File: src/abt_pkg.sv
// Shared types and constants for the alarm blink timer.
package abt_pkg;

    localparam int CNT_W = 24;

    localparam logic [15:0] TPS_RESET = 16'd1000;

    // Function field of an input transaction
    localparam logic FUNC_CMD  = 1'b0;
    localparam logic FUNC_TICK = 1'b1;

    // Device function type accepted by the alarm
    localparam logic [7:0] FTYPE_ALARM = 8'h01;

    // Alarm commands
    localparam logic [7:0] CMD_STOP  = 8'h00;
    localparam logic [7:0] CMD_START = 8'h01;

    // Result codes
    localparam logic RC_OK     = 1'b0;
    localparam logic RC_REJECT = 1'b1;

    // Register word index (paddr[2])
    localparam logic REG_TPS = 1'b0;

    typedef struct packed {
        logic       func;
        logic [7:0] func_type;
        logic [7:0] alarm_cmd;
        logic [7:0] blink_half_period;
        logic [7:0] hold_time;
    } t_in_item;

    typedef struct packed {
        logic       result_code;
        logic       alarm_out;
        logic       alarm_running;
        logic [7:0] stored_mode;
        logic [7:0] stored_hold;
    } t_out_item;

endpackage

File: src/abt_in_if.sv
// Input stream interface: commands and timer ticks.
interface abt_in_if;
    logic       valid;
    logic       ready;
    logic       func;
    logic [7:0] func_type;
    logic [7:0] alarm_cmd;
    logic [7:0] blink_half_period;
    logic [7:0] hold_time;

    modport source (output valid, output func, output func_type, output alarm_cmd,
                    output blink_half_period, output hold_time, input ready);
    modport sink   (input valid, input func, input func_type, input alarm_cmd,
                    input blink_half_period, input hold_time, output ready);
endinterface

File: src/abt_out_if.sv
// Output stream interface: one status result per input transaction.
interface abt_out_if;
    logic       valid;
    logic       ready;
    logic       result_code;
    logic       alarm_out;
    logic       alarm_running;
    logic [7:0] stored_mode;
    logic [7:0] stored_hold;

    modport source (output valid, output result_code, output alarm_out,
                    output alarm_running, output stored_mode, output stored_hold,
                    input ready);
    modport sink   (input valid, input result_code, input alarm_out,
                    input alarm_running, input stored_mode, input stored_hold,
                    output ready);
endinterface

File: src/alarm_blink_timer_top.sv
// Alarm blink timer top level: command/tick decode, countdowns and output register.
//
//  channel  | dir | handshake          | payload
//  ---------+-----+--------------------+-----------------------------------------------
//  i_cmd    | in  | valid/ready        | func, func_type, alarm_cmd, blink_half_period,
//           |     |                    | hold_time
//  o_res    | out | valid/ready        | result_code, alarm_out, alarm_running,
//           |     |                    | stored_mode, stored_hold
//  APB      | in  | psel/penable/pready| ticks_per_second at byte address 0
//
// One transaction per cycle sustained while o_res is not stalled. Each one passes the
// input register, then the state update into the result register. The state update
// is one 8x16 multiply per countdown reload plus a 24-bit decrement and zero compare.
// Reset (i_rst_n low, synchronous) stops the alarm, clears both stages and loads
// ticks_per_second with 1000. A stalled result holds in the result register while
// the input register still takes one more transaction.
module alarm_blink_timer_top
    import abt_pkg::*;
(
    input  logic        i_clk,
    input  logic        i_rst_n,
    abt_in_if.sink      i_cmd,
    abt_out_if.source   o_res,
    input  logic        psel,
    input  logic        penable,
    input  logic        pwrite,
    input  logic [2:0]  paddr,
    input  logic [31:0] pwdata,
    output logic [31:0] prdata,
    output logic        pready
);

    // Configuration
    logic [15:0] r_tps;

    // Pipeline
    logic      r_in_valid;
    t_in_item  r_in;
    logic      r_out_valid;
    t_out_item r_out;
    logic      w_adv;

    // Alarm state
    logic             r_level,    n_level;
    logic             r_active,   n_active;
    logic             r_hold_en,  n_hold_en;
    logic             r_blink_en, n_blink_en;
    logic [CNT_W-1:0] r_hold_rem, n_hold_rem;
    logic [CNT_W-1:0] r_tog_rem,  n_tog_rem;
    logic [7:0]       r_mode,     n_mode;
    logic [7:0]       r_hold,     n_hold;
    logic             n_rc;

    logic [7:0]       w_mode_sel;
    logic [CNT_W-1:0] w_mode_span;
    logic [CNT_W-1:0] w_hold_span;
    logic [CNT_W-1:0] w_hold_dec;
    logic [CNT_W-1:0] w_tog_dec;

    assign pready = 1'b1;
    assign prdata = (paddr[2] == REG_TPS) ? {16'd0, r_tps} : 32'd0;

    always_ff @(posedge i_clk) begin
        if (!i_rst_n) begin
            r_tps <= TPS_RESET;
        end else if (psel && penable && pwrite && pready && paddr[2] == REG_TPS) begin
            r_tps <= pwdata[15:0];
        end
    end

    assign w_adv       = r_in_valid && (!r_out_valid || o_res.ready);
    assign i_cmd.ready = !r_in_valid || w_adv;

    always_ff @(posedge i_clk) begin
        if (!i_rst_n) begin
            r_in_valid <= 1'b0;
        end else if (i_cmd.ready) begin
            r_in_valid <= i_cmd.valid;
        end
    end

    always_ff @(posedge i_clk) begin
        if (i_cmd.valid && i_cmd.ready) begin
            r_in.func              <= i_cmd.func;
            r_in.func_type         <= i_cmd.func_type;
            r_in.alarm_cmd         <= i_cmd.alarm_cmd;
            r_in.blink_half_period <= i_cmd.blink_half_period;
            r_in.hold_time         <= i_cmd.hold_time;
        end
    end

    // A start command reloads from its own mode; a tick reloads from the stored one
    assign w_mode_sel  = (r_in.func == FUNC_TICK) ? r_mode : r_in.blink_half_period;
    assign w_mode_span = {16'd0, w_mode_sel} * {8'd0, r_tps};
    assign w_hold_span = {16'd0, r_in.hold_time} * {8'd0, r_tps};
    assign w_hold_dec  = r_hold_rem - CNT_W'(r_hold_rem != '0);
    assign w_tog_dec   = r_tog_rem - CNT_W'(r_tog_rem != '0);

    always_comb begin
        n_level    = r_level;
        n_active   = r_active;
        n_hold_en  = r_hold_en;
        n_blink_en = r_blink_en;
        n_hold_rem = r_hold_rem;
        n_tog_rem  = r_tog_rem;
        n_mode     = r_mode;
        n_hold     = r_hold;
        n_rc       = RC_OK;
        if (r_in.func == FUNC_CMD) begin
            if (r_in.func_type != FTYPE_ALARM ||
                (r_in.alarm_cmd != CMD_STOP && r_in.alarm_cmd != CMD_START)) begin
                n_rc = RC_REJECT;
            end else if (r_in.alarm_cmd == CMD_STOP) begin
                n_mode     = r_in.blink_half_period;
                n_hold     = r_in.hold_time;
                n_level    = 1'b0;
                n_active   = 1'b0;
                n_hold_en  = 1'b0;
                n_blink_en = 1'b0;
            end else begin
                n_mode     = r_in.blink_half_period;
                n_hold     = r_in.hold_time;
                n_active   = 1'b1;
                n_level    = 1'b1;
                n_blink_en = (r_in.blink_half_period != 8'd0);
                n_hold_en  = (r_in.hold_time != 8'd0);
                n_tog_rem  = n_blink_en ? w_mode_span : '0;
                n_hold_rem = n_hold_en ? w_hold_span : '0;
            end
        end else begin
            // Hold expiry wins over a toggle on the same tick
            if (r_active && r_hold_en) begin
                n_hold_rem = w_hold_dec;
            end
            if (r_active && r_hold_en && w_hold_dec == '0) begin
                n_level    = 1'b0;
                n_active   = 1'b0;
                n_hold_en  = 1'b0;
                n_blink_en = 1'b0;
            end else if (r_active && r_blink_en) begin
                if (w_tog_dec == '0) begin
                    n_level   = !r_level;
                    n_tog_rem = w_mode_span;
                end else begin
                    n_tog_rem = w_tog_dec;
                end
            end
        end
    end

    always_ff @(posedge i_clk) begin
        if (!i_rst_n) begin
            r_level    <= 1'b0;
            r_active   <= 1'b0;
            r_hold_en  <= 1'b0;
            r_blink_en <= 1'b0;
            r_hold_rem <= '0;
            r_tog_rem  <= '0;
            r_mode     <= 8'd0;
            r_hold     <= 8'd0;
        end else if (w_adv) begin
            r_level    <= n_level;
            r_active   <= n_active;
            r_hold_en  <= n_hold_en;
            r_blink_en <= n_blink_en;
            r_hold_rem <= n_hold_rem;
            r_tog_rem  <= n_tog_rem;
            r_mode     <= n_mode;
            r_hold     <= n_hold;
        end
    end

    always_ff @(posedge i_clk) begin
        if (!i_rst_n) begin
            r_out_valid <= 1'b0;
        end else if (w_adv) begin
            r_out_valid <= 1'b1;
        end else if (o_res.ready) begin
            r_out_valid <= 1'b0;
        end
    end

    always_ff @(posedge i_clk) begin
        if (w_adv) begin
            r_out.result_code   <= n_rc;
            r_out.alarm_out     <= n_level;
            r_out.alarm_running <= n_active;
            r_out.stored_mode   <= n_mode;
            r_out.stored_hold   <= n_hold;
        end
    end

    assign o_res.valid         = r_out_valid;
    assign o_res.result_code   = r_out.result_code;
    assign o_res.alarm_out     = r_out.alarm_out;
    assign o_res.alarm_running = r_out.alarm_running;
    assign o_res.stored_mode   = r_out.stored_mode;
    assign o_res.stored_hold   = r_out.stored_hold;

endmodule

File: src/flat_wrapper.sv
// flat-port wrapper written by rule: the top's interface ports become plain ports
module alarm_blink_timer_top_flat import abt_pkg::*;
  (i_clk, i_rst_n, psel, penable, pwrite, paddr, pwdata, prdata, pready, i_cmd_valid, i_cmd_func, i_cmd_func_type, i_cmd_alarm_cmd, i_cmd_blink_half_period, i_cmd_hold_time, i_cmd_ready, o_res_valid, o_res_result_code, o_res_alarm_out, o_res_alarm_running, o_res_stored_mode, o_res_stored_hold, o_res_ready);
  abt_in_if i_cmd_i ();
  abt_out_if o_res_i ();
  input  logic i_clk;
  input  logic i_rst_n;
  input  logic psel;
  input  logic penable;
  input  logic pwrite;
  input  logic [2:0] paddr;
  input  logic [31:0] pwdata;
  output logic [31:0] prdata;
  output logic pready;
  input wire logic [$bits(i_cmd_i.valid)-1:0] i_cmd_valid;
  input wire logic [$bits(i_cmd_i.func)-1:0] i_cmd_func;
  input wire logic [$bits(i_cmd_i.func_type)-1:0] i_cmd_func_type;
  input wire logic [$bits(i_cmd_i.alarm_cmd)-1:0] i_cmd_alarm_cmd;
  input wire logic [$bits(i_cmd_i.blink_half_period)-1:0] i_cmd_blink_half_period;
  input wire logic [$bits(i_cmd_i.hold_time)-1:0] i_cmd_hold_time;
  output wire logic [$bits(i_cmd_i.ready)-1:0] i_cmd_ready;
  output wire logic [$bits(o_res_i.valid)-1:0] o_res_valid;
  output wire logic [$bits(o_res_i.result_code)-1:0] o_res_result_code;
  output wire logic [$bits(o_res_i.alarm_out)-1:0] o_res_alarm_out;
  output wire logic [$bits(o_res_i.alarm_running)-1:0] o_res_alarm_running;
  output wire logic [$bits(o_res_i.stored_mode)-1:0] o_res_stored_mode;
  output wire logic [$bits(o_res_i.stored_hold)-1:0] o_res_stored_hold;
  input wire logic [$bits(o_res_i.ready)-1:0] o_res_ready;
  assign i_cmd_i.valid = i_cmd_valid;
  assign i_cmd_i.func = i_cmd_func;
  assign i_cmd_i.func_type = i_cmd_func_type;
  assign i_cmd_i.alarm_cmd = i_cmd_alarm_cmd;
  assign i_cmd_i.blink_half_period = i_cmd_blink_half_period;
  assign i_cmd_i.hold_time = i_cmd_hold_time;
  assign i_cmd_ready = i_cmd_i.ready;
  assign o_res_valid = o_res_i.valid;
  assign o_res_result_code = o_res_i.result_code;
  assign o_res_alarm_out = o_res_i.alarm_out;
  assign o_res_alarm_running = o_res_i.alarm_running;
  assign o_res_stored_mode = o_res_i.stored_mode;
  assign o_res_stored_hold = o_res_i.stored_hold;
  assign o_res_i.ready = o_res_ready;
  alarm_blink_timer_top u_core (.i_clk(i_clk), .i_rst_n(i_rst_n), .i_cmd(i_cmd_i), .o_res(o_res_i), .psel(psel), .penable(penable), .pwrite(pwrite), .paddr(paddr), .pwdata(pwdata), .prdata(prdata), .pready(pready));
endmodule
File: config.mk
export PLATFORM = sky130hd
export DESIGN_NAME = alarm_blink_timer_top_flat
export DESIGN_NICKNAME = d
export VERILOG_FILES = /design/src/abt_pkg.sv /design/src/abt_in_if.sv /design/src/abt_out_if.sv /design/src/alarm_blink_timer_top.sv /design/src/flat_wrapper.sv
export SDC_FILE = /design/constraint.sdc
export NUM_CORES = 1
export LEC_CHECK = 0
export BUFFER_PORTS_ARGS = -buffer_cell sky130_fd_sc_hd__buf_4
export CORE_UTILIZATION = 42
export DETAILED_ROUTE_END_ITERATION = 7
export PLACE_DENSITY = 0.68
export SLEW_MARGIN = 20
export SYNTH_ARGS = -nofsm -noshare
export SYNTH_HDL_FRONTEND = slang
export SYNTH_SLANG_ARGS = --single-unit
File: constraint.sdc
create_clock -name i_clk -period 6.6 [get_ports i_clk]
set_input_delay 1.32 -clock i_clk [delete_from_list [all_inputs] [get_ports i_clk]]
set_output_delay 1.32 -clock i_clk [all_outputs]
set_load 0.05 [all_outputs]
# --- Word level (Yosys, flattened, before mapping) ---
# Cells that the tools add are included.
classes:
  n_addsub: 2
  mul: 2
  eq_ne: 8
  n_mux: 37
  n_bitwise: 1
  n_reduce_logical: 27
op_table:
  columns: ["op", "count"]
  rows:
  - ["$mux W24", 12]
  - ["$logic_not A24 Y1", 2]
  - ["$mul A8 B16 Y24", 2]
  - ["$reduce_bool A24 Y1", 2]
  - ["$sub A24 B1 Y24", 2]
  - ["$mux W8", 5]
  - ["$reduce_bool A8 Y1", 3]
  - ["$mux W1", 19]
  - ["$mux W16", 1]
  - ["$ne A8 B1 Y1 const B", 2]
  - ["$logic_and A1 B1 Y1", 9]
  - ["$logic_not A8 Y1", 1]
  - ["$ne A2 B2 Y1 const B", 4]
  - ["$reduce_and A5 Y1", 1]
  - ["$ne A2 B1 Y1 const B", 2]
  - ["$reduce_and A4 Y1", 1]
  - ["$logic_not A1 Y1", 3]
  - ["$logic_or A1 B1 Y1", 3]
  - ["$reduce_and A3 Y1", 1]
  - ["$reduce_bool A2 Y1", 1]
  - ["$not A1 Y1", 1]
totals:
  reg_bits: 138
  output_inout_bits: 54
  word_cells: 98

# --- Depth between registers and ports, before layout ---
depth:
  depth_word: 7
  mapped_depth: 23
  ltp_nobuf: 20

# --- Worst setup path before layout ---
# Ideal clock, no wire load.
synth_path:
  kind: "reg2reg"
  from: "reg u_core.r_in[32] (netlist bit)"
  to: "reg u_core.r_tog_rem[20]"
  t_arrival_ns: 5.599
  t_required_ns: 6.526
  path_slack_ns: 0.926
  path_stages_with_launch: 23
  period_less_slack_ns: 5.674
  cell_sequence: "edfxtp_1 -> buf_2 -> buf_1 -> mux2i_1 -> clkbuf_1 -> nand2b_1 -> fa_1 -> fa_1 -> inv_1 -> fa_1 -> inv_1 -> fa_1 -> inv_1 -> ha_1 -> nor3_1 -> o21bai_1 -> nand4_1 -> a21oi_1 -> nor2_1 -> o21ai_0 -> a211oi_1 -> or4b_1 -> a31oi_1"
synth_between:
  elab_chain_cells: 6
synth_lines:
  columns: ["item", "line", "rtl"]
  rows:
  - ["from (decl)", "alarm_blink_timer_top.sv:38", "t_in_item r_in;"]
  - ["$mux W8", "alarm_blink_timer_top.sv:93", "assign w_mode_sel = (r_in.func == FUNC_TICK) ? r_mode : r_in.blink_half_period;"]
  - ["$mul A8 B16 Y24", "alarm_blink_timer_top.sv:94", "assign w_mode_span = {16'd0, w_mode_sel} * {8'd0, r_tps};"]
  - ["$mux W24 (on tied branches)", "alarm_blink_timer_top.sv:127, alarm_blink_timer_top.sv:141", null]
  - ["$mux W24 (on tied branches)", "alarm_blink_timer_top.sv:113, alarm_blink_timer_top.sv:140", null]
  - ["$mux W24 (on tied branches)", "alarm_blink_timer_top.sv:110, alarm_blink_timer_top.sv:135", null]
  - ["$mux W24", "alarm_blink_timer_top.sv:109", "if (r_in.func == FUNC_CMD) begin"]
  - ["to (signal assigned)", "alarm_blink_timer_top.sv:167", "r_tog_rem <= n_tog_rem;"]
  - ["to (decl)", "alarm_blink_timer_top.sv:49", "logic [CNT_W-1:0] r_tog_rem, n_tog_rem;"]
# Several ways; a longest one is shown, not always the timed one. The select of a mux whose other input is x is not followed.
# A chain may end at the register's enable or synchronous reset.

# --- Final worst setup path ---
# Same ends and word-level chain as after synthesis.

==> results.sh <==
export IMPL_fp_dieH_um=193
export IMPL_p_comb_frac=0.424
export IMPL_violations="design-rule violations"
export IMPL_setup_tns_ns=0
export IMPL_grt_setup_unrepaired="false"
export IMPL_grt_pass1_wl_um=66600
export IMPL_drt_wl_total_um=40400
export IMPL_vias=12600
export IMPL_holdCritStartpoint="u_core.r_hold[3]"
export IMPL_cts_path_max_buffers=2
export IMPL_crit_type="flop to flop"
export IMPL_holdPathStages=2
export IMPL_crit_path_end_kind="flop"
export IMPL_synth_edf_count=52
export IMPL_ys_flop_type="dfxtp_1"
export IMPL_core_um2=35700
export IMPL_overflow=0
export IMPL_cts_root_buf="clkbuf_16"
export IMPL_syn_inst=1753
export IMPL_drv_cap=0
export IMPL_finalHoldViolCount=0
export IMPL_worst_pin_slew_ns=1.11
export IMPL_place_area_um2=16300
export IMPL_powerDensity_nw_per_um2=201
export IMPL_place_gp_congestion=0.907
export IMPL_htreeDepth=4
export IMPL_crit_fanout=18
export IMPL_clk_latency_ns=0.45
export IMPL_yosys_warnings=0
export IMPL_outcome="finished, violations left"
export IMPL_die_x_um=193
export IMPL_yosysSeqAreaShare=0.214
export IMPL_max_slew_margin=0.257
export IMPL_post_cts_resized=0
export IMPL_clock_sinks=138
export IMPL_synth_avg_cell_area_um2=8.75
export IMPL_diodes=0
export IMPL_core_rowCount=69
export IMPL_power_frac_clock=0.298
export IMPL_holdPathEnd="u_core.r_hold[3]"
export IMPL_syn2layout_area_growth_pct=10.4
export IMPL_first_iter_violations=885
export IMPL_dieArea_um2=37300
export IMPL_regToRegStartpoint="u_core.r_in[32]"
export IMPL_peakVddDrop_mv=0.151
export IMPL_slew_viol_final=0
export IMPL_nets=2133
export IMPL_io_buffers=93
export IMPL_synthArstFlopShare=0
export IMPL_drc=5
export IMPL_ant_nets=0
export IMPL_drt_pass1_iter_count=8
export IMPL_antenna_found_initial=0
export IMPL_via_per_inst=5.54
export IMPL_critical_path_required_ns=6.97
export IMPL_hold_buffers=0
export IMPL_p_leak_nw=7.51
export IMPL_initial_core_util=0.429
export IMPL_grt_use_total=0.229
export IMPL_setup_violations=0
export IMPL_intPower_mw=2.07
export IMPL_ys_types=86
export IMPL_period_share=0.871
export IMPL_drive_gt1_frac=0.108
export IMPL_ys_seq_elements=138
export IMPL_final_cell_mix="inv_1, nand2_1, fa_1, nor2b_1, buf_4"
export IMPL_r2r_slack_ns=0.85
export IMPL_cp_start_kind="flop"
export IMPL_rr_worst_depth=20
export IMPL_power_mw=3.40
export IMPL_reg2reg_to="u_core.r_tog_rem[20]"
export IMPL_syn_area_um2=15300
export IMPL_period_needed_ns=5.75
export IMPL_arrival_ns=6.12
export IMPL_cts_tree="built"
export IMPL_cts_buffers=17
export IMPL_final_common_cell="inv_1"
export IMPL_hold_slack_ns=0.456
export IMPL_power_frac_seq=0.278
export IMPL_grt_pass1_vias=13200
export IMPL_cts_setup_buffers=0
export IMPL_cts_clk_slew_worst_paths_ns=0.07
export IMPL_io_pins=129
export IMPL_design_area_um2=16900
export IMPL_fin_skew_ns=0.0139
export IMPL_grt_max_degree=57
export IMPL_wire_per_inst_um=17.8
export IMPL_max_freq_mhz=174
export IMPL_hold_path_class="flop to flop"
export IMPL_place_hpwl_um=29600
export IMPL_power_switching_mw=1.34
export IMPL_swShare=0.393
==> routing by layer <==
| metal | GRT usage | wire length (µm) | up-vias | part of all wire |
|---|---|---|---|---|
| met4 | 0.0956 | 1170 | 0 | 0.029 |
| li1 | - | - | 5898 | - |
| met5 | 0 | 0 | - | 0 |
| met2 | 0.408 | 20700 | 356 | 0.51 |
| met1 | 0.271 | 16400 | 6265 | 0.41 |
| met3 | 0.0402 | 2130 | 78 | 0.053 |
==> layout make-up <==
class / instances / area [µm²]
fill: 3392 / 18800
multi-input combinational: 1330 / 10900
sequential: 138 / 3280
timing repair buffer: 116 / 871
inverter: 195 / 732
tap: 461 / 577
clock buffer: 17 / 425
clock inverter: 15 / 176
==> power groups by stage <==
| stage | sequential (mW) | combinational (mW) | clock [mW] |
|---|---|---|---|
| 2_1_floorplan | 0.956 | 1.07 | 0 |
| 6_report | 0.947 | 1.44 | 1.01 |
| 3_3_place_gp | 0.965 | 1.43 | 0 |
| 4_1_cts | 0.947 | 1.45 | 1.03 |
| 5_1_grt | 0.950 | 1.63 | 1.07 |
| 3_5_place_dp | 0.966 | 1.44 | 0 |
==> per-stage QoR <==
stage               utilization  setup slack (ns)  std cells
floorplan                     -             0.926       1768
global route              0.474             0.407       2272
finish                    0.474             0.850       2272
detailed placement        0.457             0.869       2240
global placement          0.457             0.922       2240
CTS                       0.474             0.826       2272
==> worst max path at each step <==
stage                          from                    to  slack (ns)  cells past startpoint
floorplan           u_core.r_in[32]  u_core.r_tog_rem[20]        0.93                     22
global placement    u_core.r_in[32]  u_core.r_tog_rem[20]        0.92                     19
detailed placement  u_core.r_in[32]  u_core.r_tog_rem[20]        0.87                     19
CTS                 u_core.r_in[32]  u_core.r_tog_rem[19]        0.83                     19
global route        u_core.r_in[32]  u_core.r_tog_rem[20]        0.41                     20
finish              u_core.r_in[32]  u_core.r_tog_rem[20]        0.85                     20
==> cells in the mapped netlist, types with 12 or more instances <==
cell type | n | area [µm²]
inv_1 | 194 | 728
nand2_1 | 191 | 717
fa_1 | 168 | 3360
nor2b_1 | 122 | 763
a21oi_1 | 94 | 470
ha_1 | 92 | 1150
and2_1 | 90 | 563
dfxtp_1 | 86 | 1720
nor2_1 | 79 | 297
clkbuf_1 | 69 | 259
o21ai_0 | 67 | 335
edfxtp_1 | 52 | 1560
nand2b_1 | 35 | 219
xnor2_1 | 34 | 298
nor3_1 | 32 | 160
nand3_1 | 29 | 145
nor4_1 | 24 | 150
a21o_1 | 18 | 135
buf_4 | 18 | 135
nand4_1 | 17 | 106
xor2_1 | 17 | 149
mux2_2 | 16 | 180
a211oi_1 | 12 | 90.1
a22oi_1 | 12 | 90.1
a31oi_1 | 12 | 75.1
==> cells by family (layout without fill, tap and decap cells) <==
| logic type | Yosys count | count (layout) | synth area share |
|---|---|---|---|
| simple gates | 682 | 682 | 0.241 |
| xor+xnor | 51 | 51 | 0.0291 |
| fa+ha+maj | 260 | 260 | 0.294 |
| other cells | 2 | 17 | 0.000490 |
| buf+inv | 300 | 343 | 0.0815 |
| compound gates | 294 | 294 | 0.122 |
| mux | 26 | 26 | 0.0183 |
| flops | 138 | 138 | 0.214 |
==> flip-flops by register name, indices dropped and copies added, names as in the netlist <==
register and cells:
u_core.r_in_valid 1, u_core.r_active 1, u_core.r_tps 16, u_core.r_blink_en 1
u_core.o_res.stored_hold 8, u_core.r_hold_en 1, u_core.r_hold_rem 24, u_core.o_res.alarm_out 1
u_core.r_level 1, u_core.r_mode 8, u_core.o_res.stored_mode 8, u_core.r_tog_rem 24
u_core.o_res.result_code 1, u_core.r_in 33, u_core.r_hold 8, u_core.o_res.alarm_running 1
u_core.o_res.valid 1
==> worst max-delay path, cell delays in order (launching register included) <==
cell and delay, ns:
edfxtp_1 0.62, buf_4 0.34, mux2i_1 0.21, buf_4 0.28, nor2b_1 0.10, fa_1 0.51
fa_1 0.43, fa_1 0.51, inv_1 0.05, fa_1 0.48, inv_1 0.05, ha_1 0.32
o21ai_0 0.13, o21bai_1 0.23, nand4_1 0.15, a21oi_1 0.20, nor2_1 0.11, o21ai_0 0.18
a211oi_1 0.09, or4b_1 0.50, a31oi_1 0.17
Note: power is estimated with default switching activity, not from simulation.
